### config.mk
export PLATFORM = sky130hd
export DESIGN_NAME = lmp_ctrl
export DESIGN_NICKNAME = d
export VERILOG_FILES = /design/src/design/assert_macros.svh /design/src/design/lmp_pkg.sv /design/src/design/lmp_ctrl.sv
export SDC_FILE = /design/constraint.sdc
export NUM_CORES = 1
export LEC_CHECK = 0
export BUFFER_PORTS_ARGS = -buffer_cell sky130_fd_sc_hd__buf_2
export CAP_MARGIN = 30
export CELL_PAD_IN_SITES_DETAIL_PLACEMENT = 2
export CELL_PAD_IN_SITES_GLOBAL_PLACEMENT = 2
export CORE_ASPECT_RATIO = 1.4
export CORE_MARGIN = 10
export CORE_UTILIZATION = 22
export DETAILED_ROUTE_END_ITERATION = 16
export MAX_ROUTING_LAYER = met4
export PLACE_DENSITY = 0.74
export SLEW_MARGIN = 15
export SYNTH_ARGS = -nofsm -noshare
export SYNTH_HDL_FRONTEND = slang
export SYNTH_SLANG_ARGS = --single-unit
### constraint.sdc
create_clock -name clk -period 1.53 [get_ports clk]
set_clock_uncertainty 0.15 [all_clocks]
set_input_delay 0.2295 -clock clk [delete_from_list [all_inputs] [get_ports clk]]
set_output_delay 0.2295 -clock clk [all_outputs]
set_load 0.005 [all_outputs]
### src/design/assert_macros.svh
// ---------------------------------------------------------------------------
// Assertion helper macros for the multipole projection block
// ---------------------------------------------------------------------------
`ifndef ASSERT_MACROS_SVH
`define ASSERT_MACROS_SVH
`ifndef NO_ASSERTIONS
`define ASSERT_IMPLIES(label, clk, rst, a, c) \
  label: assert property (@(posedge clk) disable iff (rst) (a) |-> (c)) \
    else $error("assertion failed");
`define ASSERT_NEXT(label, clk, rst, a, c) \
  label: assert property (@(posedge clk) disable iff (rst) (a) |=> (c)) \
    else $error("assertion failed");
`else
`define ASSERT_IMPLIES(label, clk, rst, a, c)
`define ASSERT_NEXT(label, clk, rst, a, c)
`endif
`endif

### src/design/lmp_pkg.sv
// ---------------------------------------------------------------------------
// lmp_pkg
// Types and constants shared by the multipole projection block.
// ---------------------------------------------------------------------------
package lmp_pkg;

  // Fraction bits of the Q16.16 data and the Q1.16 mu and bin width
  localparam int FRAC_BITS = 16;

  typedef enum logic [3:0] {
    ST_IDLE, ST_POLY1, ST_POLY2, ST_WEIGHT, ST_KMUL,
    ST_TERM, ST_ACC, ST_SQRT, ST_OUT
  } lmp_state_t;

  // Controller to datapath commands
  typedef struct packed {
    logic       load;      // capture the input item
    logic       poly1;     // m2 = mu^2
    logic       poly2;     // m4 = m2^2
    logic       weight;    // form weights
    logic       kmul;      // k = w * bin width
    logic       term;      // products with value and error
    logic       acc;       // add into sums
    logic       sqrt_start;
    logic       sqrt_step;
    logic       emit;      // load output register, clear sums
    logic [1:0] sel;       // which order is being processed
  } lmp_cmd_t;

  typedef struct packed {
    logic last;
    logic sqrt_done;
  } lmp_stat_t;

  localparam int SQRT_STEPS = 32;

endpackage

### src/design/lmp_ctrl.sv
// ---------------------------------------------------------------------------
// lmp_ctrl
// Sequencer: polynomial, three order passes, optional square root, output.
// ---------------------------------------------------------------------------
module lmp_ctrl
  import lmp_pkg::*;
(
  input  logic      clk,
  input  logic      rst,
  input  logic      in_valid,
  output logic      in_ready,
  output logic      out_valid,
  input  logic      out_ready,
  output lmp_cmd_t  cmd,
  input  lmp_stat_t stat
);

  lmp_state_t state, state_next;
  logic [1:0] sel, sel_next;
  logic       full, full_next;

  // Next state
  always_comb begin
    state_next = state;
    sel_next   = sel;
    case (state)
      ST_IDLE:   if (in_valid && in_ready) state_next = ST_POLY1;
      ST_POLY1:  state_next = ST_POLY2;
      ST_POLY2:  state_next = ST_WEIGHT;
      ST_WEIGHT: begin
        state_next = ST_KMUL;
        sel_next   = 2'd0;
      end
      ST_KMUL:   state_next = ST_TERM;
      ST_TERM:   state_next = ST_ACC;
      ST_ACC: begin
        if (sel == 2'd2) begin
          state_next = ST_SQRT;
        end else begin
          sel_next   = sel + 2'd1;
          state_next = ST_KMUL;
        end
      end
      ST_SQRT: begin
        if (!stat.last) state_next = ST_IDLE;
        else if (stat.sqrt_done && !full) state_next = ST_OUT;
      end
      ST_OUT:    state_next = ST_IDLE;
      default:   state_next = ST_IDLE;
    endcase
  end

  // Outputs
  always_comb begin
    cmd        = '0;
    cmd.sel    = sel;
    in_ready   = (state == ST_IDLE);
    cmd.load   = (state == ST_IDLE) && in_valid;
    cmd.poly1  = (state == ST_POLY1);
    cmd.poly2  = (state == ST_POLY2);
    cmd.weight = (state == ST_WEIGHT);
    cmd.kmul   = (state == ST_KMUL);
    cmd.term   = (state == ST_TERM);
    cmd.acc    = (state == ST_ACC);
    cmd.sqrt_start = (state == ST_ACC) && (sel == 2'd2);
    cmd.sqrt_step  = (state == ST_SQRT);
    cmd.emit   = (state == ST_OUT);
  end

  assign out_valid = full;
  always_comb begin
    full_next = full;
    if (out_valid && out_ready) full_next = 1'b0;
    if (state == ST_OUT) full_next = 1'b1;
  end

  always_ff @(posedge clk) begin
    if (rst) begin
      state <= ST_IDLE;
      sel   <= '0;
      full  <= 1'b0;
    end else begin
      state <= state_next;
      sel   <= sel_next;
      full  <= full_next;
    end
  end

endmodule
==> results.yml <==
setup_path:
  cp-end-kind: "output port"
  critPathKind: "flop to output port"
  reg2reg_from: "state[3]"
  crit_required_ns: 1.15
  reg2regPathDepth: 5
  r2r-end: "state[0]"
  cp-start-kind: "flop"
  r2r_slack_ns: 0.07
  cp.arrival_ns: 1.22
  crit_fanout: 8
detailed_routing:
  drt-initial-drc-count: 7
  via_count: 535
  routed_wl_mm: 1.73
  wl_per_cell_um: 15.7
  drc_errors: 0
  ant_nets: 0
  viasPerCell: 4.86
  firstDrtPassIters: 4
run_status:
  status: "finished, violations left"
  failed_checks: "negative setup slack"
synthesis:
  synth_adder_area_share_pct: 2.63
  yosysSeqAreaShare_pct: 29.5
  synth_edf_count: 0
  ys.flop_type: "dfxtp_1"
  synthCells: 56
  synth_compound_area_share_pct: 15.0
  yosys-top-cells-area: "dfxtp_1 29%, nand2b_1 9.2%, buf_6 4.7%"
  async_flop_share_pct: 0
  synth_top_area_cell: "dfxtp_1"
  synth_area_per_cell_um2: 8.49
  synth_top_cell_area_share_pct: 29.5
  synth_cell_types: 29
  synth.mux.area_fraction_pct: 0
  yosysWarnings: 0
  synth_seq_cells: 7
  syn_area_um2: 475
  synthXorXnorAreaFrac_pct: 0
  yosys.area_share.simple_pct: 40.5
  synth_top_family_by_area: "simple AND/OR/NAND/NOR gates"
  syn_nets: 63
cts:
  tritoncts: "done"
  ctsRootBufferMaster: "clkbuf_4"
  clock_sinks: 7
  clk_pin_slew_worst_paths_ns: 0.06
  numCtsBuffers: 3
  cts_buffer_depth: 2
  clock_latency_ns: 0.26
  ctsHoldBuffers: 0
  htree_levels: 1
pwr:
  leakage_nw: 0.374
  power_density_mw_per_mm2: 688
  sequentialPowerShare_pct: 38.5
  peakVddDrop_mv: 0.479
  p_int_mw: 0.379
  comb_power_share_pct: 28.9
  p_clk_share_pct: 32.6
  p_switching_mw: 0.171
  p_sw_share_pct: 31.1
min_path:
  min_to: "state[3]"
  hold_depth: 3
  hold_class: "input port to flop"
  min_from: "stat[1]"
floorplan:
  core-area_mm2: 0.00202
  die_h_um: 75.0
  die_x_um: 59.3
  rows: 19
  die_area_mm2: 0.00445
  initial_core_util_pct: 23.5
  io_pins: 20
cells_and_area:
  stdcell_area_um2: 800
  num-fill-cells: 238
  fin_nets: 97
  antenna_cells: 0
  area_growth_pct: 68.2
  drive_gt1_share_pct: 64.0
timing:
  slew_violations: 0
  period_needed_ns: 1.60
  setup_viol: 6
  fin_tns_setup_ns: -0.140
  slew_headroom_pct: 82.9
  max_freq_ghz: 0.624
  worstMarginPinSlew_ns: 0.254
  hold_violations: 0
  fin_ws_ns: -0.0731
  finalCritPeriodShare_pct: 105
  rsz0062_at_grt: "true"
global_routing:
  grtUsageTotal_pct: 8.19
  grt_overflow: 0
  grt_pass1_wl_mm: 2.70
  grt_max_degree: 11
  grt_antenna_before_repair: 0
  first_global_vias: 558
placement:
  dp_hpwl_mm: 1.20
  gp_congestion: 0.736
  io_buffers: 19
  place_area_um2: 587
flow_run:
  cap_violations: 0
layout by cell type (no fill, tap or decap), types with 2 or more instances in the layout:
cell type,instances
nor2_1,4
buf_6,4
clkbuf_4,3
dfxtp_4,4
inv_1,2
nand2b_4,4
a21oi_1,3
buf_4,12
and2_1,2
buf_2,19
dfxtp_1,2
nor2b_1,2
nand2b_1,3
nor3_2,3
through the flow:
step                hold WS (ns)  power [mW]  worst slack [ns]  util, %  std cells
finish                    0.0754       0.550           -0.0731     39.6        110
global route              0.0836       0.591            -0.185     39.6        110
CTS                       0.0689       0.538           -0.0923     36.0        106
detailed placement         0.357       0.317           -0.0184     29.0         95
global placement           0.341       0.315            0.0696     29.0         95
floorplan                  0.220       0.282            0.0331        -         56
sequential cells by signal (all words and copies together) (netlist names):
signal / cells
state: 4
sel: 2
out_valid: 1
synthesized netlist by cell type (2+ instances only):
cell type and n:
inv_1 3, nor2b_1 2, a21oi_1 4, nand2b_1 7
nor3_1 3, buf_4 2, nor2_1 5, and2_1 2
dfxtp_1 7, buf_6 2
repair_timing:
| action | in CTS | in global routing |
|---|---|---|
| buffers inserted | 7 | 4 |
| pin swaps | 2 | 3 |
| endpoints found under the setup margin | 13 | 12 |
| resized for setup | 17 | 9 |
| cloned | 0 | 0 |
cell type report:
class	count	area [µm²]	share of cell area [%]
clock buffers	4	26.3	3.29
multi-input cells	40	349	43.7
flip-flops and latches	7	156	19.6
repair buffers	35	230	28.8
well taps	21	26.3	3.29
inverters	3	11.3	1.41
kinds of logic (layout without fill, tap and decap cells):
| logic type | Yosys count | after routing |
|---|---|---|
| simple gates | 29 | 29 |
| fa+ha+maj | 1 | 1 |
| compound gates | 10 | 10 |
| flops | 7 | 7 |
| buf+inv | 9 | 42 |
worst max-delay path by stage:
stage | slack, ns | cells after the start | start | endpoint
floorplan | 0.03 | 5 | sel[0] | sel[0]
global placement | 0.07 | 3 | state[0] | cmd[4]
detailed placement | -0.02 | 5 | sel[0] | sel[0]
CTS | -0.09 | 3 | state[0] | cmd[11]
global route | -0.18 | 3 | state[0] | cmd[11]
finish | -0.07 | 3 | state[0] | cmd[11]
worst max-delay path: stages (launching register included):
cell and delay, ns:
dfxtp_4 0.38, nor4_4 0.30, and2_1 0.16, buf_2 0.11
power by group through the flow:
stage	Sequential [mW]	Clock (mW)	Combinational, mW
final	0.212	0.179	0.159
after global routing	0.214	0.200	0.177
after CTS	0.211	0.191	0.135
after detailed placement	0.217	0	0.100
after global placement	0.217	0	0.0976
after floorplan	0.200	0	0.0824
layer usage:
layer	vias up	track usage, %	wire length (µm)
li1	261	-	-
met1	255	7.37	650
met4	0	3.07	27
met3	4	3.70	97
met5	-	-	0
met2	15	14.6	956
Power figures use the tool's default switching activity.
